$ cat config.mk
export PLATFORM = sky130hd
export DESIGN_NAME = control_status_and_interval_timer_regs
export DESIGN_NICKNAME = d
export VERILOG_FILES = /design/src/sv/csitr_pkg.sv /design/src/sv/csitr_status.sv /design/src/sv/csitr_counter.sv /design/src/sv/control_status_and_interval_timer_regs.sv
export SDC_FILE = /design/constraint.sdc
export NUM_CORES = 1
export LEC_CHECK = 0
export BUFFER_PORTS_ARGS = -buffer_cell sky130_fd_sc_hd__buf_2
export CAP_MARGIN = 20
export CORE_AREA = 4 4 131 164
export DETAILED_ROUTE_END_ITERATION = 16
export DIE_AREA = 0 0 135 168
export GPL_TIMING_DRIVEN = 0
export PLACE_DENSITY = 0.66
export SYNTH_ARGS = -nofsm -noshare
export SYNTH_HDL_FRONTEND = slang
export SYNTH_SLANG_ARGS = --single-unit
$ cat constraint.sdc
create_clock -name clk -period 2.9 [get_ports clk]
set_input_delay 0.29 -clock clk [delete_from_list [all_inputs] [get_ports clk]]
set_output_delay 0.29 -clock clk [all_outputs]
set_load 0.05 [all_outputs]
$ cat src/sv/csitr_pkg.sv
`timescale 1ns / 1ps
// ----------------------------------------------------------------------------
// csitr_pkg
// Shared types and codes for the control/status and interval timer registers.
// ----------------------------------------------------------------------------
package csitr_pkg;

  // Request word: one bus access or a clock tick
  typedef struct packed {
    logic [2:0] mode;
    logic [5:0] offset;
    logic       byte_access;
    logic [7:0] wdata;
  } in_word_t;

  // Response word
  typedef struct packed {
    logic [15:0] rdata;
    logic [15:0] status_word;
    logic        reset_request;
    logic        reload_pulse;
  } out_word_t;

  // Per-counter strobes for the current word
  typedef struct packed {
    logic rd;      // count read at this counter's offset
    logic wr;      // divider load at this counter's offset
    logic ctl;     // control write selecting this counter
    logic reload;  // timer inhibit cleared
  } cnt_ctrl_t;

  // Access kinds
  localparam logic [2:0] MODE_ST_RD  = 3'd0;
  localparam logic [2:0] MODE_ST_WR  = 3'd1;
  localparam logic [2:0] MODE_TMR_RD = 3'd2;
  localparam logic [2:0] MODE_TMR_WR = 3'd3;
  localparam logic [2:0] MODE_TICK   = 3'd4;

  // Highest number of counters the address map holds
  localparam int MaxCounters = 3;

  // Status read offsets
  localparam logic [5:0] OFF_ST_WORD = 6'h02;
  localparam logic [5:0] OFF_ST_LOW  = 6'h03;

  // Status write offsets
  localparam logic [5:0] OFF_TIMO_CLR = 6'h03;
  localparam logic [5:0] OFF_PARE_CLR = 6'h07;
  localparam logic [5:0] OFF_SYS_RST  = 6'h0b;
  localparam logic [5:0] OFF_ALGN_CLR = 6'h0f;
  localparam logic [5:0] OFF_LED_SET  = 6'h13;
  localparam logic [5:0] OFF_LED_CLR  = 6'h17;
  localparam logic [5:0] OFF_FLOP_SET = 6'h1b;
  localparam logic [5:0] OFF_FLOP_CLR = 6'h1f;
  localparam logic [5:0] OFF_ITIM_SET = 6'h23;
  localparam logic [5:0] OFF_ITIM_CLR = 6'h27;
  localparam logic [5:0] OFF_IFLT_SET = 6'h2b;
  localparam logic [5:0] OFF_IFLT_CLR = 6'h2f;
  localparam logic [5:0] OFF_PIR9_SET = 6'h33;
  localparam logic [5:0] OFF_PIR9_CLR = 6'h37;
  localparam logic [5:0] OFF_PIR8_SET = 6'h3b;
  localparam logic [5:0] OFF_PIR8_CLR = 6'h3f;

  // Timer offsets (counters sit at 4*n+3)
  localparam logic [5:0] OFF_TMR_CTL   = 6'h0f;
  localparam logic [5:0] OFF_TMR_LATCH = 6'h13;

  // Status bit positions
  localparam int B_PIR9 = 4;
  localparam int B_PIR8 = 5;
  localparam int B_CLK  = 6;
  localparam int B_IFLT = 7;
  localparam int B_ITIM = 8;
  localparam int B_FLOP = 9;
  localparam int B_LED  = 11;
  localparam int B_ALGN = 12;
  localparam int B_PARE = 14;
  localparam int B_TIMO = 15;

  // Counter byte modes (mode bits 5:4)
  localparam logic [1:0] BM_NONE = 2'd0;
  localparam logic [1:0] BM_LOW  = 2'd1;
  localparam logic [1:0] BM_HIGH = 2'd2;
  localparam logic [1:0] BM_ALT  = 2'd3;

endpackage

$ cat src/sv/csitr_status.sv
`timescale 1ns / 1ps
// ----------------------------------------------------------------------------
// csitr_status
// Control/status word: status reads, set/clear writes, clock tick, latch clear.
// ----------------------------------------------------------------------------
module csitr_status (
  input  logic                clk,
  input  logic                rst,
  input  logic                adv,
  input  csitr_pkg::in_word_t req,
  input  logic                cnt1_en,
  output logic [15:0]         status_word,
  output logic [15:0]         rdata,
  output logic                reset_request
);
  import csitr_pkg::*;

  logic [15:0] st;
  logic [15:0] st_next;

  // Next status word and read data for the current word
  always_comb begin
    st_next       = st;
    rdata         = '0;
    reset_request = 1'b0;
    case (req.mode)
      MODE_ST_RD: begin
        if (req.offset == OFF_ST_WORD) begin
          rdata = req.byte_access ? {8'h00, st[15:8]} : st;
        end else if (req.offset == OFF_ST_LOW) begin
          rdata = {8'h00, st[7:0]};
        end
      end
      MODE_ST_WR: begin
        unique case (req.offset)
          OFF_TIMO_CLR: st_next[B_TIMO] = 1'b0;
          OFF_PARE_CLR: st_next[B_PARE] = 1'b0;
          OFF_SYS_RST:  reset_request   = 1'b1;
          OFF_ALGN_CLR: st_next[B_ALGN] = 1'b0;
          OFF_LED_SET:  st_next[B_LED]  = 1'b1;
          OFF_LED_CLR:  st_next[B_LED]  = 1'b0;
          OFF_FLOP_SET: st_next[B_FLOP] = 1'b1;
          OFF_FLOP_CLR: st_next[B_FLOP] = 1'b0;
          OFF_ITIM_SET: st_next[B_ITIM] = 1'b1;
          OFF_ITIM_CLR: st_next[B_ITIM] = 1'b0;
          OFF_IFLT_SET: st_next[B_IFLT] = 1'b1;
          OFF_IFLT_CLR: st_next[B_IFLT] = 1'b0;
          OFF_PIR9_SET: st_next[B_PIR9] = 1'b1;
          OFF_PIR9_CLR: st_next[B_PIR9] = 1'b0;
          OFF_PIR8_SET: st_next[B_PIR8] = 1'b1;
          OFF_PIR8_CLR: st_next[B_PIR8] = 1'b0;
          default: ;
        endcase
      end
      MODE_TMR_RD: begin
        // clear-latch read drops the clock bit
        if (req.offset == OFF_TMR_LATCH) st_next[B_CLK] = 1'b0;
      end
      MODE_TICK: begin
        if (cnt1_en && !st[B_ITIM]) st_next[B_CLK] = 1'b1;
      end
      default: ;
    endcase
  end

  assign status_word = st_next;

  always_ff @(posedge clk) begin
    if (rst) begin
      st <= '0;
    end else if (adv) begin
      st <= st_next;
    end
  end

endmodule

$ cat src/sv/csitr_counter.sv
`timescale 1ns / 1ps
// ----------------------------------------------------------------------------
// csitr_counter
// One interval counter: divider, count, mode byte, enable and byte toggle.
// ----------------------------------------------------------------------------
module csitr_counter #(
  parameter bit GATED = 1'b0
) (
  input  logic                 clk,
  input  logic                 rst,
  input  logic                 adv,
  input  csitr_pkg::cnt_ctrl_t ctrl,
  input  logic [7:0]           wdata,
  output logic [7:0]           rdata,
  output logic                 enabled,
  output logic                 load_pulse
);
  import csitr_pkg::*;

  logic [15:0] divider, divider_next;
  logic [15:0] count, count_next;
  logic [7:0]  mode, mode_next;
  logic        en, en_next;
  logic        tog, tog_next;
  logic [1:0]  bm;

  assign bm = mode[5:4];

  // Next state for this word
  always_comb begin
    divider_next = divider;
    count_next   = count;
    mode_next    = mode;
    en_next      = en;
    tog_next     = tog;
    rdata        = '0;
    load_pulse   = 1'b0;
    if (ctrl.rd) begin
      case (bm)
        BM_LOW:  rdata = count[7:0];
        BM_HIGH: rdata = count[15:8];
        BM_ALT: begin
          rdata    = tog ? count[15:8] : count[7:0];
          tog_next = !tog;
        end
        default: rdata = '0;
      endcase
    end else if (ctrl.wr) begin
      case (bm)
        BM_LOW: begin
          divider_next = {divider[15:8], wdata};
          load_pulse   = 1'b1;
        end
        BM_HIGH: begin
          divider_next = {wdata, divider[7:0]};
          load_pulse   = 1'b1;
        end
        BM_ALT: begin
          // low byte first loads the count but does not start the counter
          if (!tog) begin
            divider_next = {divider[15:8], wdata};
            count_next   = {divider[15:8], wdata};
          end else begin
            divider_next = {wdata, divider[7:0]};
            load_pulse   = 1'b1;
          end
          tog_next = !tog;
        end
        default: ;
      endcase
      if (load_pulse) begin
        count_next = divider_next;
        en_next    = 1'b1;
      end
    end else if (ctrl.ctl) begin
      mode_next = wdata;
      en_next   = 1'b0;
      tog_next  = 1'b0;
    end else if (ctrl.reload && GATED && en) begin
      count_next = divider - 16'd1;
    end
  end

  assign enabled = en;

  // Payload registers
  always_ff @(posedge clk) begin
    if (rst) begin
      divider <= '0;
      count   <= '0;
      mode    <= '0;
    end else if (adv) begin
      divider <= divider_next;
      count   <= count_next;
      mode    <= mode_next;
    end
  end

  // Control bits
  always_ff @(posedge clk) begin
    if (rst) begin
      en  <= 1'b0;
      tog <= 1'b0;
    end else if (adv) begin
      en  <= en_next;
      tog <= tog_next;
    end
  end

endmodule

$ cat src/sv/control_status_and_interval_timer_regs.sv
`timescale 1ns / 1ps
// ----------------------------------------------------------------------------
// control_status_and_interval_timer_regs
// Control/status word and interval timer register block, one word per cycle while responses drain.
// ----------------------------------------------------------------------------
// Usage:
//   req channel carries one bus access (status read/write, timer read/write)
//   or a clock tick. Each request word produces exactly one response word on
//   the rsp channel with read data, the status word after the access, a
//   reset request flag and a divider reload pulse.
//   The request is captured in an input register, decoded and applied to
//   the register state in one pass, and the result lands in the response
//   register.
//   Throughput is one word per cycle; the input register and response
//   register are separate stages, so a new request is taken while a response
//   is still waiting, as long as the response register will drain.
//   If the receiver holds rsp_ready low, the response holds, the input
//   register fills, and req_ready drops until the response is taken.
//   Reset clears the status word and all counters; only counter 1 is gated.
// ----------------------------------------------------------------------------
module control_status_and_interval_timer_regs #(
  parameter int NUM_COUNTERS = 3
) (
  input  logic                 clk,
  input  logic                 rst,
  input  logic                 req_valid,
  output logic                 req_ready,
  input  csitr_pkg::in_word_t  req_word,
  output logic                 rsp_valid,
  input  logic                 rsp_ready,
  output csitr_pkg::out_word_t rsp_word
);
  import csitr_pkg::*;

  logic      iq_valid;
  in_word_t  iq;
  logic      adv;

  logic [15:0]            st_word;
  logic [15:0]            st_rdata;
  logic                   rst_req;
  logic [MaxCounters-1:0] cnt_en;
  logic [MaxCounters-1:0] cnt_pulse;
  logic [7:0]             cnt_rd [MaxCounters];
  logic [7:0]             cnt_rd_or;
  out_word_t              rsp_next;

  // Handshake: the input stage moves on when the response stage is free
  assign adv       = iq_valid && (!rsp_valid || rsp_ready);
  assign req_ready = !iq_valid || adv;

  always_ff @(posedge clk) begin
    if (rst) begin
      iq_valid <= 1'b0;
    end else if (req_ready) begin
      iq_valid <= req_valid;
    end
  end

  always_ff @(posedge clk) begin
    if (req_valid && req_ready) iq <= req_word;
  end

  // Status word
  csitr_status u_status (
    .clk           (clk),
    .rst           (rst),
    .adv           (adv),
    .req           (iq),
    .cnt1_en       (cnt_en[1]),
    .status_word   (st_word),
    .rdata         (st_rdata),
    .reset_request (rst_req)
  );

  // Counters
  for (genvar i = 0; i < MaxCounters; i++) begin : g_cnt
    localparam logic [1:0] IDX = 2'(i);
    if (i < NUM_COUNTERS) begin : g_on
      cnt_ctrl_t ctrl;
      logic      hit;
      assign hit         = (iq.offset == {2'b00, IDX, 2'b11});
      assign ctrl.rd     = (iq.mode == MODE_TMR_RD) && hit;
      assign ctrl.wr     = (iq.mode == MODE_TMR_WR) && hit;
      assign ctrl.ctl    = (iq.mode == MODE_TMR_WR) && (iq.offset == OFF_TMR_CTL) &&
                           (iq.wdata[7:6] == IDX);
      assign ctrl.reload = (iq.mode == MODE_ST_WR) && (iq.offset == OFF_ITIM_CLR);
      csitr_counter #(
        .GATED (i == 1)
      ) u_cnt (
        .clk        (clk),
        .rst        (rst),
        .adv        (adv),
        .ctrl       (ctrl),
        .wdata      (iq.wdata),
        .rdata      (cnt_rd[i]),
        .enabled    (cnt_en[i]),
        .load_pulse (cnt_pulse[i])
      );
    end else begin : g_off
      assign cnt_rd[i]    = '0;
      assign cnt_en[i]    = 1'b0;
      assign cnt_pulse[i] = 1'b0;
    end
  end

  // Only the addressed counter drives nonzero read data
  always_comb begin
    cnt_rd_or = '0;
    for (int k = 0; k < MaxCounters; k++) cnt_rd_or = cnt_rd_or | cnt_rd[k];
  end

  // Response assembly
  always_comb begin
    rsp_next.rdata         = (iq.mode == MODE_ST_RD)  ? st_rdata :
                             (iq.mode == MODE_TMR_RD) ? {8'h00, cnt_rd_or} : 16'h0000;
    rsp_next.status_word   = st_word;
    rsp_next.reset_request = (iq.mode == MODE_ST_WR) && rst_req;
    rsp_next.reload_pulse  = (iq.mode == MODE_TMR_WR) && (|cnt_pulse);
  end

  // Response register
  always_ff @(posedge clk) begin
    if (rst) begin
      rsp_valid <= 1'b0;
    end else if (adv) begin
      rsp_valid <= 1'b1;
    end else if (rsp_ready) begin
      rsp_valid <= 1'b0;
    end
  end

  always_ff @(posedge clk) begin
    if (adv) rsp_word <= rsp_next;
  end

endmodule
[After elaboration in Yosys (flattened, before gate mapping)]
Cells that the tools add are included.
Word-level totals
  register bits: 176
  input bits: 22
Operators by class
  $add $sub $neg: 1
  equal/unequal tests: 38
  multiplexer cells: 84
  bitwise logic cells: 8
  reduce and logical (&&, ||, !) cells: 52
Operator list (count)
  16-bit two-way mux: 18
  16-bit one-hot mux with 3 select lines: 3
  8-bit one-hot mux with 3 select lines: 3
  8-bit two-way mux: 8
  6-bit == test (second input constant): 8
  1-bit two-way mux: 38
  6-bit by 5-bit == test with 1-bit output (second input constant): 4
  1-bit one-hot mux with 2 select lines: 10
  1-bit logical AND: 17
  8-bit OR: 2
  4-bit AND reduction: 4
  16-bit by 1-bit subtractor with 16-bit output (second input constant): 1
  2-bit == test (second input constant): 7
  6-bit by 2-bit == test with 1-bit output (second input constant): 2
  6-bit by 4-bit == test with 1-bit output (second input constant): 2
  5-bit AND reduction: 2
  2-bit nonzero test: 5
  3-bit AND reduction: 3
  3-bit nonzero test: 3
  2-bit by 1-bit == test with 1-bit output (second input constant): 4
  3-bit by 2-bit == test with 1-bit output (second input constant): 2
  6-bit by 3-bit == test with 1-bit output (second input constant): 1
  1-bit zero test: 6
  2-bit two-way mux: 3
  other kinds (15): 27

[Logic depth before layout (Yosys ltp)]
Gate-level depths: netlist of the first run.
  depth in word-level cells: 9
  mapped depth: 9
  gate-level depth less buffers: 7

[By module]
Synthesis of the first run repeated with hierarchy kept, for this count alone.
Second synthesis, totals
  cell total of the unflattened synthesis: 957
  area total of the unflattened synthesis: 9023.7 um^2
Modules (own cells, without submodules)
  csitr_counter at g_cnt[1].g_on.u_cnt: instances 1, cells each 271, area an instance 2213.4 um^2
  control_status_and_interval_timer_regs: instances 1, cells each 115, area an instance 2014.4 um^2
  csitr_counter at g_cnt[2].g_on.u_cnt: instances 1, cells each 229, area an instance 1928.1 um^2
  csitr_counter at g_cnt[0].g_on.u_cnt: instances 1, cells each 229, area an instance 1909.3 um^2
  csitr_status: instances 1, cells each 113, area an instance 958.4 um^2

[Least setup slack after synthesis of the first run]
No wires, ideal clock.
  path kind: register -> register
  start point: register rsp_valid
  end point: register rsp_word[0] (netlist bit) (enable)
  library setup time: 0.400 ns
  arrival time: 1.973 ns
  slack: 0.527 ns
  stages on the path, launching flop included: 5
  path through: dfxtp_1 > nand2b_1 > nand2_1 > inv_1 > clkbuf_1
On the way
  cells in the longest elaborated chain, start to end: 3
Ends and longest elaborated chain
  start, declared: line control_status_and_interval_timer_regs.sv:29  | output logic rsp_valid,
  start signal, assigned: line control_status_and_interval_timer_regs.sv:125  | rsp_valid <= 1'b0;
  start signal, assigned: line control_status_and_interval_timer_regs.sv:127  | rsp_valid <= 1'b1;
  start signal, assigned: line control_status_and_interval_timer_regs.sv:129  | rsp_valid <= 1'b0;
  1-bit zero test: line control_status_and_interval_timer_regs.sv:49  | assign adv = iq_valid && (!rsp_valid || rsp_ready);
  1-bit logical OR: line control_status_and_interval_timer_regs.sv:49
  1-bit logical AND: line control_status_and_interval_timer_regs.sv:49
  net adv: line control_status_and_interval_timer_regs.sv:37  | logic adv;
  end signal, assigned: line control_status_and_interval_timer_regs.sv:134  | if (adv) rsp_word <= rsp_next;
  end, declared: line control_status_and_interval_timer_regs.sv:31  | output csitr_pkg::out_word_t rsp_word
The timed path passes the listed nets, and every way through them passes these cells.
A chain may end at the register's enable or synchronous reset.

==> flow_summary_export.csv, run 1 <==
group,metric,value,unit
placement,gp_routability_congestion,0.867,
floorplanning,top_level_ports,58,
cells_and_area,final_cell_count_no_fill,1175,
sta,finalCriticalPeriod,2.67,ns
global_routing,grtUsageTotal,0.197,
setup_path,setup.worst_path.start_class,"flip-flop",
floorplanning,die_h,168,um
clock_network,number_of_hold_buffers_added_after_cts,0,
cells_and_area,flow.area_growth_from_synthesis,15.3,%
power_and_ir_drop,cellPowerDensity,541,nW/um^2
placement,portBuffers,48,
detailed_routing,routed_via_density,5.71,
logic_synthesis,post_synth.cell_area_avg,9.57,um^2
logic_synthesis,synthesis.instances,818,
detailed_routing,detailedRoute.firstPassIterationCount,5,
clock_network,clk_transition_reported_paths,0.06,ns
logic_synthesis,syn_area,7830,um^2
placement,dp_hpwl,16500,um
cells_and_area,post_route_cells_drive_above_1_share,0.144,
power_and_ir_drop,switching_power,1.20,mW
cells_and_area,n_fill_cell,1921,
power_and_ir_drop,netSwitchingFraction,0.245,
setup_path,worst-endpoint-required,3.18,ns
global_routing,grt_first_pass_wirelength,34800,um
sta,timing.clock.skew,0.0144,ns
sta,timing_worst_slew_pin_value,1.00,ns
global_routing,grt_start_max_net_pins,36,
logic_synthesis,synth_top_cell_area_share,0.302,
clock_network,clock_tree.htree_level_count,4,
power_and_ir_drop,vdd_drop_max,366,uV
setup_path,cp.buffers_inverters,2,
logic_synthesis,synth_enable_flop_cells,44,
run,timing.max_cap.violations,0,
logic_synthesis,sequential_share_of_the_synthesized_area,0.471,
power_and_ir_drop,power.static_leakage,3.13,nW
setup_path,crit_chain,"or3b_1 -> clkbuf_1 -> or4_1 -> clkbuf_2 -> a21oi_2 -> a221oi_1 -> o21ai_1",
detailed_routing,totalWireLength,22400,um
logic_synthesis,synthFlopType,"sky130_fd_sc_hd__dfxtp_1",
clock_network,clock-root-buffer,"sky130_fd_sc_hd__clkbuf_16",
power_and_ir_drop,power.combinational.fraction,0.055,
global_routing,first_global_vias,6312,
cells_and_area,insertedDiodeCount,0,
sta,worst_hold_slack,0.0245,ns
sta,finalSetupTns,0,ns
detailed_routing,ant_nets,0,
detailed_routing,route.detailed.wl_per_inst,19.1,um
power_and_ir_drop,p_int,3.69,mW
sta,rsz0062_at_grt,"false",
sta,max-slew-margin-rel,0.325,
clock_network,clk_latency,0.44,ns
floorplanning,initial_utilization,0.392,
cells_and_area,final_common_cell,"sky130_fd_sc_hd__nor2_1",
detailed_routing,initialDrtViolationCount,644,
logic_synthesis,synth_async_sr_flop_share,0,
sta,setup_viol,0,
sta,drv_slew,0,
logic_synthesis,synth_top_area_cell,"sky130_fd_sc_hd__dfxtp_1",
floorplanning,rows,58,
min_path,holdCritPathClass,"input pin to flip-flop",
global_routing,grt.overflow.total,0,
cells_and_area,nNetsFinal,931,
power_and_ir_drop,sequentialPowerShare,0.488,
sta,final.period_utilization,0.920,
clock_network,cts_max_path_buffers,2,
detailed_routing,drc,0,
detailed_routing,detailroute.via_count,6706,
floorplanning,design.die.area,22700,um^2
global_routing,antenna_found_initial,0,
setup_path,cp_slowest_cell,"sky130_fd_sc_hd__or4_1",
setup_path,setup.worst_path.class,"flip-flop to flip-flop",
setup_path,cpLargestDelayFamily,"simple AND/OR/NAND/NOR gates",
setup_path,timing.critical_path.fanout_max,9,
logic_synthesis,synth_top_cells_by_area,"sky130_fd_sc_hd__dfxtp_1 (30%), sky130_fd_sc_hd__edfxtp_1 (17%), sky130_fd_sc_hd__a22oi_1 (9.4%), sky130_fd_sc_hd__nor2_1 (5.8%), sky130_fd_sc_hd__a211oi_1 (3.1%)",
clock_network,number_of_buffers_added_by_the_clock_tree_synthesis_step,17,
floorplanning,core_area,20000,um^2
sta,count_of_endpoints_failing_hold_in_the_final_timing_report,0,
setup_path,critical_path.max_stage_delay,0.54,ns
setup_path,worst_ep_arrival_time,2.95,ns
floorplanning,die_width,135,um
cells_and_area,layout.cells.most_common_list,"sky130_fd_sc_hd__nor2_1 (121), sky130_fd_sc_hd__dfxtp_1 (118), sky130_fd_sc_hd__a22oi_1 (98)",
logic_synthesis,ys_warn_count,0,
placement,placedCellCount,1143,
logic_synthesis,synth_seq_cells,162,
clock_network,tritoncts,"yes",
logic_synthesis,synthDistinctLibCells,70,
power_and_ir_drop,power_frac_clock,0.457,
clock_network,cts.sinks,162,
sta,max_freq,0.375,GHz
setup_path,end_kind,"flip-flop",
status,status,"complete, no violations",
## metrics by stage
stage | util | area (um^2) | setup WS, ns | total power [mW]
after floorplan | - | 7850 | 0.527 | 2.60
final | 0.452 | 9020 | 0.232 | 4.88
after detailed placement | 0.422 | 8430 | 0.111 | 2.70
after CTS | 0.452 | 9020 | 0.0894 | 4.91
after global routing | 0.452 | 9020 | 0.0164 | 5.02
after global placement | 0.422 | 8430 | 0.0361 | 2.70
## worst register-to-register path, stage by stage, from the launching register on
cell                       delay, ns
sky130_fd_sc_hd__edfxtp_1       0.51
sky130_fd_sc_hd__or3b_1         0.41
sky130_fd_sc_hd__clkbuf_1       0.25
sky130_fd_sc_hd__or4_1          0.55
sky130_fd_sc_hd__clkbuf_2       0.23
sky130_fd_sc_hd__a21oi_2        0.27
sky130_fd_sc_hd__a221oi_1       0.10
sky130_fd_sc_hd__o21ai_1        0.19
## layer usage
| layer | share of wire | GRT usage | vias to the layer above |
|---|---|---|---|
| met5 | 0 | 0 | - |
| met2 | 0.48 | 0.333 | 268 |
| met3 | 0.054 | 0.0278 | 70 |
| met1 | 0.42 | 0.241 | 3157 |
| met4 | 0.051 | 0.109 | 0 |
| li1 | - | - | 3211 |
## cell usage after synthesis, types with 5 or more instances
master and instances:
sky130_fd_sc_hd__nand2_1 42, sky130_fd_sc_hd__dfxtp_1 118, sky130_fd_sc_hd__a21oi_1 32, sky130_fd_sc_hd__nor3b_1 6, sky130_fd_sc_hd__nand4_1 5, sky130_fd_sc_hd__a311oi_2 7, sky130_fd_sc_hd__nand2b_1 8, sky130_fd_sc_hd__nand3_1 10
sky130_fd_sc_hd__a21o_1 8, sky130_fd_sc_hd__o21ai_0 9, sky130_fd_sc_hd__and2_1 5, sky130_fd_sc_hd__inv_1 22, sky130_fd_sc_hd__a211oi_2 5, sky130_fd_sc_hd__a221oi_1 6, sky130_fd_sc_hd__xnor2_1 5, sky130_fd_sc_hd__edfxtp_1 44
sky130_fd_sc_hd__buf_4 9, sky130_fd_sc_hd__and3_1 7, sky130_fd_sc_hd__nor3_1 24, sky130_fd_sc_hd__a211oi_1 32, sky130_fd_sc_hd__or3_1 6, sky130_fd_sc_hd__buf_2 8, sky130_fd_sc_hd__or4_1 8, sky130_fd_sc_hd__o22ai_1 5
sky130_fd_sc_hd__a22oi_1 98, sky130_fd_sc_hd__a22o_1 16, sky130_fd_sc_hd__clkbuf_1 48, sky130_fd_sc_hd__ha_1 17, sky130_fd_sc_hd__mux2i_1 12, sky130_fd_sc_hd__nor2_1 121
## area by class of cell
cell class                      count  area, um^2  share of cell area
Multi-Input combinational cell    571        3770               0.418
Sequential cell                   162        3680               0.408
Clock buffer                       18         429              0.0476
Tap cell                          270         338              0.0374
Buffer                             70         325              0.0360
Timing Repair Buffer               48         240              0.0266
Clock inverter                     14         156              0.0173
Inverter                           22        82.6             0.00915
## logic make-up after synthesis
group / after synthesis / share of synthesized area
xor gates and xnor gates: 8 / 0.00895
other: 1 / 0.000479
AOI/OAI and AO/OA: 250 / 0.249
adders and majority gates: 17 / 0.0272
DFF: 162 / 0.471
muxes: 12 / 0.0154
buffers and inverters: 92 / 0.0518
and+or+nand+nor: 276 / 0.176
## flip-flops by register name, indices dropped and copies added, names as in the netlist
| name | count |
|---|---|
| u_status.st | 10 |
| g_cnt.g_on.u_cnt.mode | 6 |
| g_cnt.g_on.u_cnt.divider | 48 |
| g_cnt.g_on.u_cnt.count | 48 |
| g_cnt.g_on.u_cnt.tog | 3 |
| g_cnt.g_on.u_cnt.enabled | 1 |
| iq | 18 |
| iq_valid | 1 |
| rsp_word | 26 |
| rsp_valid | 1 |
## power groups by stage
stage | clock (mW) | combinational (mW) | sequential [mW]
floorplan | 0 | 0.129 | 2.47
global placement | 0 | 0.265 | 2.43
detailed placement | 0 | 0.265 | 2.43
CTS | 2.26 | 0.267 | 2.38
global route | 2.35 | 0.284 | 2.38
finish | 2.23 | 0.268 | 2.38
## timing repair
item | CTS | global route
setup endpoints to repair | 0 | 2
buffers inserted | 0 | 0
gates resized for setup | 0 | 4
## worst paths after layout
check | endpoint | cells after the start | from | slack [ns]
setup / recovery | rsp_word[25]$_DFFE_PP_ | 7 | iq[17]$_DFFE_PP_ | 0.23
hold / removal | iq[2]$_DFFE_PP_ | 1 | req_word[2] | 0.02
setup reg to reg | rsp_word[25]$_DFFE_PP_ | 7 | iq[17]$_DFFE_PP_ | 0.23
hold reg to reg | u_status.st[5]$_SDFFE_PP0P_ | 2 | u_status.st[5]$_SDFFE_PP0P_ | 0.49
(Power assumes the default switching activity.)
==> run 2, diff against run 1 <==
--- a/config.mk
+++ b/config.mk
@@ -5,11 +5,12 @@
 export SDC_FILE = /design/constraint.sdc
 export NUM_CORES = 1
 export LEC_CHECK = 0
+export ABC_AREA = 1
 export BUFFER_PORTS_ARGS = -buffer_cell sky130_fd_sc_hd__buf_2
 export CAP_MARGIN = 20
-export CORE_AREA = 4 4 131 164
+export CORE_AREA = 4 4 138 173
 export DETAILED_ROUTE_END_ITERATION = 16
-export DIE_AREA = 0 0 135 168
+export DIE_AREA = 0 0 142 177
 export GPL_TIMING_DRIVEN = 0
 export PLACE_DENSITY = 0.66
 export SYNTH_ARGS = -nofsm -noshare
==> run 2 against run 1 <==
  * Global-route usage up 1.2 points
  * Worst hold slack better by 0.0044 ns
  * Synthesized cell count up 55%
  * Combinational power up 6%
  * First-iteration DRC count up 30%
  * Clock power about the same
  * Critical path depth up 3
  * Sequential share of layout area down 3.9 points
  * Clock skew down 0.0066 ns
  * Largest power group unchanged
==> flow_summary_export.csv, run 2 <==
group,metric,value,unit
setup_path,cell_mode_on_critical_path,"sky130_fd_sc_hd__nor2_1",
logic_synthesis,synth_async_sr_flop_share,0,
logic_synthesis,synthFlopType,"sky130_fd_sc_hd__dfxtp_1",
logic_synthesis,synth_top_family_by_area,"simple AND/OR/NAND/NOR gates",
setup_path,setup.worst_path.class,"flip-flop to flip-flop",
floorplanning,core_area,22200,um^2
logic_synthesis,synth_top_area_cell,"sky130_fd_sc_hd__dfxtp_1",
placement,post_dp_cell_area,9390,um^2
cells_and_area,nNetsFinal,1383,
cells_and_area,design_area,9970,um^2
run,timing.max_cap.violations,0,
detailed_routing,drc,0,
sta,drv_slew,0,
placement,gp_routability_congestion,0.919,
clock_network,number_of_hold_buffers_added_after_cts,0,
logic_synthesis,sequential_share_of_the_synthesized_area,0.420,
logic_synthesis,synth_xor_xnor_area_share,0.00300,
power_and_ir_drop,switching_power,1.18,mW
setup_path,regToRegStartpoint,"g_cnt[1].g_on.u_cnt.mode[4]$_SDFFE_PP0P_",
logic_synthesis,mux_contribution_to_synthesized_area,0,
clock_network,number_of_buffers_added_by_the_clock_tree_synthesis_step,17,
sta,final.period_utilization,0.808,
cells_and_area,n_fill_cell,2283,
setup_path,critical_path.max_stage_delay,0.47,ns
power_and_ir_drop,netSwitchingFraction,0.239,
power_and_ir_drop,sequentialPowerShare,0.488,
logic_synthesis,yosysMostFrequentCell,"sky130_fd_sc_hd__nand2_1",
sta,setup_viol,0,
clock_network,clock_tree.htree_level_count,4,
sta,finalSetupTns,0,ns
floorplanning,die_width,142,um
global_routing,grt_start_max_net_pins,36,
global_routing,grtUsageTotal,0.210,
sta,timing.clock.skew,0.00784,ns
logic_synthesis,synth_compound_gate_area_share,0.158,
detailed_routing,initialDrtViolationCount,836,
clock_network,tritoncts,"yes",
clock_network,clock-root-buffer,"sky130_fd_sc_hd__clkbuf_16",
logic_synthesis,synthDistinctLibCells,43,
setup_path,r2r_setup_slack,0.56,ns
clock_network,cts_repair_resize_count,0,
setup_path,crit_chain,"ha_1 -> buf_4 -> nand2_2 -> a21oi_4 -> inv_2 -> nor2_2 -> nand2_1 -> nand3_1 -> nor2_1 -> nor2_1",
sta,timing_worst_slew_pin_value,0.812,ns
sta,max-slew-margin-rel,0.458,
detailed_routing,routed_via_density,5.19,
setup_path,setup.worst_path.start_class,"flip-flop",
setup_path,source_of_the_critical_timing_path,"g_cnt[1].g_on.u_cnt.mode[4]$_SDFFE_PP0P_",
global_routing,antenna_found_initial,0,
power_and_ir_drop,power.static_leakage,4.32,nW
power_and_ir_drop,power_frac_clock,0.454,
clock_network,cts.sinks,162,
setup_path,cpLargestDelayFamily,"simple AND/OR/NAND/NOR gates",
detailed_routing,route.detailed.wl_per_inst,16.0,um
power_and_ir_drop,cellPowerDensity,494,nW/um^2
power_and_ir_drop,p_int,3.74,mW
setup_path,timing.critical_path.fanout_max,10,
logic_synthesis,syn_area,8770,um^2
sta,count_of_endpoints_failing_hold_in_the_final_timing_report,0,
setup_path,end_kind,"flip-flop",
floorplanning,initial_utilization,0.395,
floorplanning,top_level_ports,58,
logic_synthesis,synth_top_cells_by_area,"sky130_fd_sc_hd__dfxtp_1 (27%), sky130_fd_sc_hd__edfxtp_1 (15%), sky130_fd_sc_hd__nand2_1 (14%), sky130_fd_sc_hd__nor2_1 (8.0%), sky130_fd_sc_hd__o21ai_0 (7.2%)",
status,status,"complete, no violations",
placement,dp_hpwl,19900,um
clock_network,cts_max_path_buffers,2,
min_path,holdCritPathClass,"input pin to flip-flop",
detailed_routing,detailroute.via_count,8509,
global_routing,grt_first_pass_wirelength,41500,um
cells_and_area,final_common_cell,"sky130_fd_sc_hd__nand2_1",
setup_path,cp.buffers_inverters,2,
sta,finalCriticalPeriod,2.34,ns
logic_synthesis,synth_seq_cells,162,
global_routing,first_global_vias,7993,
setup_path,worst-endpoint-required,3.28,ns
logic_synthesis,yosys.area_share.adder,0.0242,
cells_and_area,layout.cells.most_common_list,"sky130_fd_sc_hd__nand2_1 (332), sky130_fd_sc_hd__nor2_1 (186), sky130_fd_sc_hd__inv_1 (131)",
sta,max_freq,0.427,GHz
setup_path,cp_slowest_cell,"sky130_fd_sc_hd__nor2_2",
global_routing,grt.overflow.total,0,
cells_and_area,insertedDiodeCount,0,
power_and_ir_drop,vdd_drop_max,345,uV
setup_path,r2r_cells,10,
detailed_routing,detailedRoute.firstPassIterationCount,6,
clock_network,post_cts_buffers,0,
logic_synthesis,post_synth.cell_area_avg,6.91,um^2
detailed_routing,ant_nets,0,
setup_path,r2r-end,"g_cnt[1].g_on.u_cnt.count[3]$_SDFFE_PP0P_",
cells_and_area,post_route_cells_drive_above_1_share,0.102,
setup_path,critical_path_depth,10,
cells_and_area,largestRegisters,"g_cnt.g_on.u_cnt.count (48), g_cnt.g_on.u_cnt.divider (48), rsp_word (26)",
logic_synthesis,synth_cell_count_leaders,"sky130_fd_sc_hd__nand2_1 (332), sky130_fd_sc_hd__nor2_1 (186), sky130_fd_sc_hd__inv_1 (131)",
logic_synthesis,simple_gate_share_of_the_synthesized_area,0.302,
setup_path,worst_ep_arrival_time,2.72,ns
floorplanning,die_h,177,um
placement,portBuffers,48,
floorplanning,design.die.area,25100,um^2
power_and_ir_drop,power.combinational.fraction,0.058,
logic_synthesis,ys_warn_count,0,
floorplanning,rows,61,
clock_network,clk_transition_reported_paths,0.06,ns
cells_and_area,flow.area_growth_from_synthesis,13.6,%
min_path,timing.hold.worst.start,"req_word[0]",
clock_network,clk_latency,0.43,ns
logic_synthesis,synth_enable_flop_cells,44,
logic_synthesis,synthesis.instances,1270,
detailed_routing,totalWireLength,26300,um
setup_path,critical_path.endpoint,"g_cnt[1].g_on.u_cnt.count[3]$_SDFFE_PP0P_",
logic_synthesis,synth_top_cell_area_share,0.269,
sta,rsz0062_at_grt,"false",
run 2: area by class of cell:
type | count | area, um^2 | share of cell area
clock inverter | 10 | 109 | 0.0109
timing repair buffer | 48 | 240 | 0.0241
multi-input combinational | 918 | 4300 | 0.432
buffer | 55 | 278 | 0.0279
tap | 283 | 354 | 0.0355
inverter | 142 | 533 | 0.0535
clock buffer | 22 | 465 | 0.0467
sequential | 162 | 3680 | 0.370
run 2: through the flow:
step                hold WS, ns  setup slack, ns  total power [mW]   util  instances
floorplan                 0.389            0.918              2.64      -       1277
global placement          0.457            0.607              2.73  0.423       1608
detailed placement        0.464            0.624              2.73  0.423       1608
CTS                      0.0189            0.611              4.94  0.449       1640
global route             0.0190            0.317              5.07  0.449       1640
finish                   0.0289            0.557              4.92  0.449       1640
run 2: per-layer routing:
| metal | GRT usage | up-vias | wire length, um |
|---|---|---|---|
| met4 | 0.0980 | 0 | 1010 |
| li1 | - | 4269 | - |
| met5 | 0 | - | 0 |
| met3 | 0.0343 | 64 | 1530 |
| met2 | 0.365 | 313 | 13200 |
| met1 | 0.251 | 3863 | 10600 |
run 2: power by group through the flow:
stage               registers [mW]  clock network [mW]  logic (mW)
finish                        2.40                2.23       0.285
floorplan                     2.50                   0       0.143
detailed placement            2.45                   0       0.284
global route                  2.40                2.36       0.308
CTS                           2.40                2.26       0.284
global placement              2.45                   0       0.280
run 2: logic make-up after synthesis:
group                      count (synthesis)
buffers and inverters                    197
AOI/OAI and AO/OA                        256
and+or+nand+nor                          634
xor gates and xnor gates                   3
DFF                                      162
other                                      1
adders and majority gates                 17
run 2: how the worst min path moves through the flow:
| stage | endpoint | slack [ns] | cells after the start |
|---|---|---|---|
| final | iq[0]$_DFFE_PP_ | 0.03 | 1 |
| after global routing | iq[6]$_DFFE_PP_ | 0.02 | 1 |
| after detailed placement | g_cnt[2].g_on.u_cnt.divider[14]$_SDFFE_PP0P_ | 0.46 | 2 |
| after floorplan | iq[0]$_DFFE_PP_ | 0.39 | 0 |
| after CTS | iq[6]$_DFFE_PP_ | 0.02 | 1 |
| after global placement | g_cnt[2].g_on.u_cnt.divider[13]$_SDFFE_PP0P_ | 0.46 | 2 |
==> run 3, diff against run 2 <==
--- a/config.mk
+++ b/config.mk
@@ -12,7 +12,7 @@
 export DETAILED_ROUTE_END_ITERATION = 16
 export DIE_AREA = 0 0 142 177
 export GPL_TIMING_DRIVEN = 0
-export PLACE_DENSITY = 0.66
+export PLACE_DENSITY = 0.68
 export SYNTH_ARGS = -nofsm -noshare
 export SYNTH_HDL_FRONTEND = slang
 export SYNTH_SLANG_ARGS = --single-unit
==> constraint.sdc (replaced) <==
create_clock -name clk -period 1.98 [get_ports clk]
set_input_delay 0.198 -clock clk [delete_from_list [all_inputs] [get_ports clk]]
set_output_delay 0.198 -clock clk [all_outputs]
set_load 0.05 [all_outputs]
==> run 3 against run 2 <==
  * Cell count grew 2.2%
  * Register-to-register slack worse by 0.50 ns
  * Sequential cell count unchanged
  * Combinational power up 64%
  * Critical path depth shrank 2
  * Clock-buffer cell count shrank 1
  * Clock skew is 0.00096 ns lower
  * Non-clock buffer count up 36
==> flow_summary_export.csv, run 3 (same netlist as run 2, synthesis figures left out) <==
group,metric,value,unit
detailed_routing,detailroute.via_count,8666,
floorplanning,initial_utilization,0.395,
clock_network,clk_latency,0.43,ns
clock_network,cts.sinks,162,
sta,drv_slew,0,
detailed_routing,detailedRoute.firstPassIterationCount,5,
sta,count_of_endpoints_failing_hold_in_the_final_timing_report,0,
clock_network,number_of_buffers_added_by_the_clock_tree_synthesis_step,17,
setup_path,worst-endpoint-required,2.15,ns
floorplanning,core_area,22200,um^2
sta,final.period_utilization,0.973,
cells_and_area,largestRegisters,"g_cnt.g_on.u_cnt.count (48), g_cnt.g_on.u_cnt.divider (48), rsp_word (26)",
sta,max_freq,0.519,GHz
power_and_ir_drop,sequentialPowerShare,0.497,
floorplanning,die_h,177,um
power_and_ir_drop,netSwitchingFraction,0.241,
sta,finalCriticalPeriod,1.93,ns
clock_network,clock_tree.htree_level_count,4,
clock_network,clock-root-buffer,"sky130_fd_sc_hd__clkbuf_16",
floorplanning,top_level_ports,58,
cells_and_area,final_common_cell,"sky130_fd_sc_hd__nand2_1",
setup_path,end_kind,"flip-flop",
clock_network,cts_max_path_buffers,2,
floorplanning,design.die.area,25100,um^2
power_and_ir_drop,power.combinational.fraction,0.066,
placement,post_dp_cell_area,9400,um^2
floorplanning,die_width,142,um
sta,fin_ws,0.0538,ns
setup_path,worst_ep_arrival_time,2.09,ns
detailed_routing,initialDrtViolationCount,747,
sta,setup_viol,0,
run,timing.max_cap.violations,0,
status,status,"complete, no violations",
cells_and_area,layout.cells.most_common_list,"sky130_fd_sc_hd__nand2_1 (325), sky130_fd_sc_hd__nor2_1 (183), sky130_fd_sc_hd__inv_1 (129)",
setup_path,timing.critical_path.fanout_max,8,
sta,finalSetupTns,0,ns
sta,timing_worst_slew_pin_value,0.770,ns
placement,portBuffers,48,
power_and_ir_drop,switching_power,1.71,mW
cells_and_area,nNetsFinal,1419,
setup_path,regToRegStartpoint,"g_cnt[0].g_on.u_cnt.mode[5]$_SDFFE_PP0P_",
cells_and_area,n_fill_cell,2213,
power_and_ir_drop,power.static_leakage,4.56,nW
detailed_routing,routed_via_density,5.17,
setup_path,r2r-end,"rsp_word[22]$_DFFE_PP_",
sta,rsz0062_at_grt,"true",
cells_and_area,post_route_cells_drive_above_1_share,0.139,
sta,timing.clock.skew,0.00688,ns
cells_and_area,insertedDiodeCount,0,
min_path,hold-path-endpoint,"iq_valid$_SDFFE_PP0N_",
global_routing,antenna_found_initial,0,
detailed_routing,route.detailed.wl_per_inst,15.8,um
clock_network,tritoncts,"yes",
global_routing,first_global_vias,8307,
min_path,timing.hold.worst.start,"req_valid",
power_and_ir_drop,cellPowerDensity,675,nW/um^2
clock_network,clk_transition_reported_paths,0.06,ns
floorplanning,rows,61,
setup_path,setup.worst_path.start_class,"flip-flop",
global_routing,grt_start_max_net_pins,36,
sta,max-slew-margin-rel,0.486,
detailed_routing,totalWireLength,26400,um
placement,gp_routability_congestion,0.933,
power_and_ir_drop,p_int,5.37,mW
setup_path,setup.worst_path.class,"flip-flop to flip-flop",
cells_and_area,flow.area_growth_from_synthesis,19.5,%
cells_and_area,design_area,10500,um^2
placement,pre_cts_slack,-0.244,ns
global_routing,grtUsageTotal,0.210,
power_and_ir_drop,vdd_drop_max,482,uV
setup_path,r2r_setup_slack,0.05,ns
global_routing,grt_first_pass_wirelength,41800,um
detailed_routing,drc,0,
min_path,holdPathStages,3,
placement,dp_hpwl,19700,um
setup_path,r2r_cells,8,
global_routing,grt.overflow.total,0,
min_path,holdCritPathClass,"input pin to flip-flop",
power_and_ir_drop,power_frac_clock,0.437,
detailed_routing,ant_nets,0,
run 3: cell count changes in the layout (fill, tap and decap cells not counted), moves of 6 or more:
cell,before,now
sky130_fd_sc_hd__dlygate4sd3_1,0,18
sky130_fd_sc_hd__o21ai_1,18,27
sky130_fd_sc_hd__nand2_1,332,325
sky130_fd_sc_hd__buf_2,62,54
sky130_fd_sc_hd__o21ai_0,127,118
sky130_fd_sc_hd__clkbuf_4,0,6
sky130_fd_sc_hd__clkbuf_1,30,16
sky130_fd_sc_hd__clkbuf_2,1,8
sky130_fd_sc_hd__buf_4,10,33
run 3: layout make-up:
class	instances	area, um^2	area share
buffer	54	333	0.0318
clock buffer	21	460	0.0439
clock inverter	11	85.1	0.00812
inverter	142	542	0.0517
multi-input combinational	918	4460	0.425
sequential	162	3690	0.352
tap	283	354	0.0338
timing repair buffer	85	563	0.0537
run 3: worst max-delay path, stage by stage, from the launching register on:
cell and delay, ns:
sky130_fd_sc_hd__dfxtp_1 0.40, sky130_fd_sc_hd__inv_1 0.10, sky130_fd_sc_hd__ha_1 0.24, sky130_fd_sc_hd__a21oi_2 0.34
sky130_fd_sc_hd__o22ai_1 0.20, sky130_fd_sc_hd__nand2_1 0.12, sky130_fd_sc_hd__nand3_1 0.10, sky130_fd_sc_hd__nand2_1 0.08
sky130_fd_sc_hd__nand2_1 0.09
run 3: stage by stage:
stage	instances	util	power, mW	hold slack [ns]
after floorplan	1277	-	3.86	0.297
after global placement	1608	0.423	4.00	0.378
after detailed placement	1608	0.423	4.01	0.376
after CTS	1666	0.462	7.10	0.0498
after global routing	1676	0.472	7.28	0.0698
final	1676	0.472	7.08	0.0516
run 3: repair_timing:
action,in CTS,in global routing
endpoints found under the hold margin,18,0
setup buffers,9,10
gates cloned,0,0
pin swaps,4,6
hold buffers,18,0
resized for setup,24,74
setup endpoints to repair,107,108
run 3: how the worst max path moves through the flow:
stage                                             start                                          to  slack (ns)  cells after the start
6_report       g_cnt[0].g_on.u_cnt.mode[5]$_SDFFE_PP0P_                      rsp_word[22]$_DFFE_PP_        0.05                      8
5_1_grt        g_cnt[2].g_on.u_cnt.mode[5]$_SDFFE_PP0P_  g_cnt[2].g_on.u_cnt.count[12]$_SDFFE_PP0P_       -0.02                      8
4_1_cts        g_cnt[2].g_on.u_cnt.mode[5]$_SDFFE_PP0P_                      rsp_word[22]$_DFFE_PP_      -0.004                     10
3_5_place_dp   g_cnt[0].g_on.u_cnt.mode[5]$_SDFFE_PP0P_  g_cnt[0].g_on.u_cnt.count[14]$_SDFFE_PP0P_       -0.24                     10
3_3_place_gp   g_cnt[1].g_on.u_cnt.mode[4]$_SDFFE_PP0P_   g_cnt[1].g_on.u_cnt.count[6]$_SDFFE_PP0P_       -0.22                     10
2_1_floorplan                    rsp_valid$_SDFFE_PP0P_                       rsp_word[0]$_DFFE_PP_        0.13                      4
run 3: power groups by stage:
stage	Combinational (mW)	Sequential [mW]	Clock (mW)
after global routing	0.502	3.52	3.26
after floorplan	0.209	3.65	0
after global placement	0.410	3.59	0
after detailed placement	0.413	3.59	0
final	0.468	3.52	3.09
after CTS	0.454	3.52	3.12
run 3: per-layer routing:
| layer | routed length, um | GRT usage | vias to the layer above | part of all wire |
|---|---|---|---|---|
| li1 | - | - | 4335 | - |
| met1 | 10400 | 0.246 | 3947 | 0.40 |
| met2 | 13300 | 0.370 | 310 | 0.50 |
| met3 | 1570 | 0.0359 | 74 | 0.059 |
| met4 | 1070 | 0.101 | 0 | 0.040 |
| met5 | 0 | 0 | - | 0 |
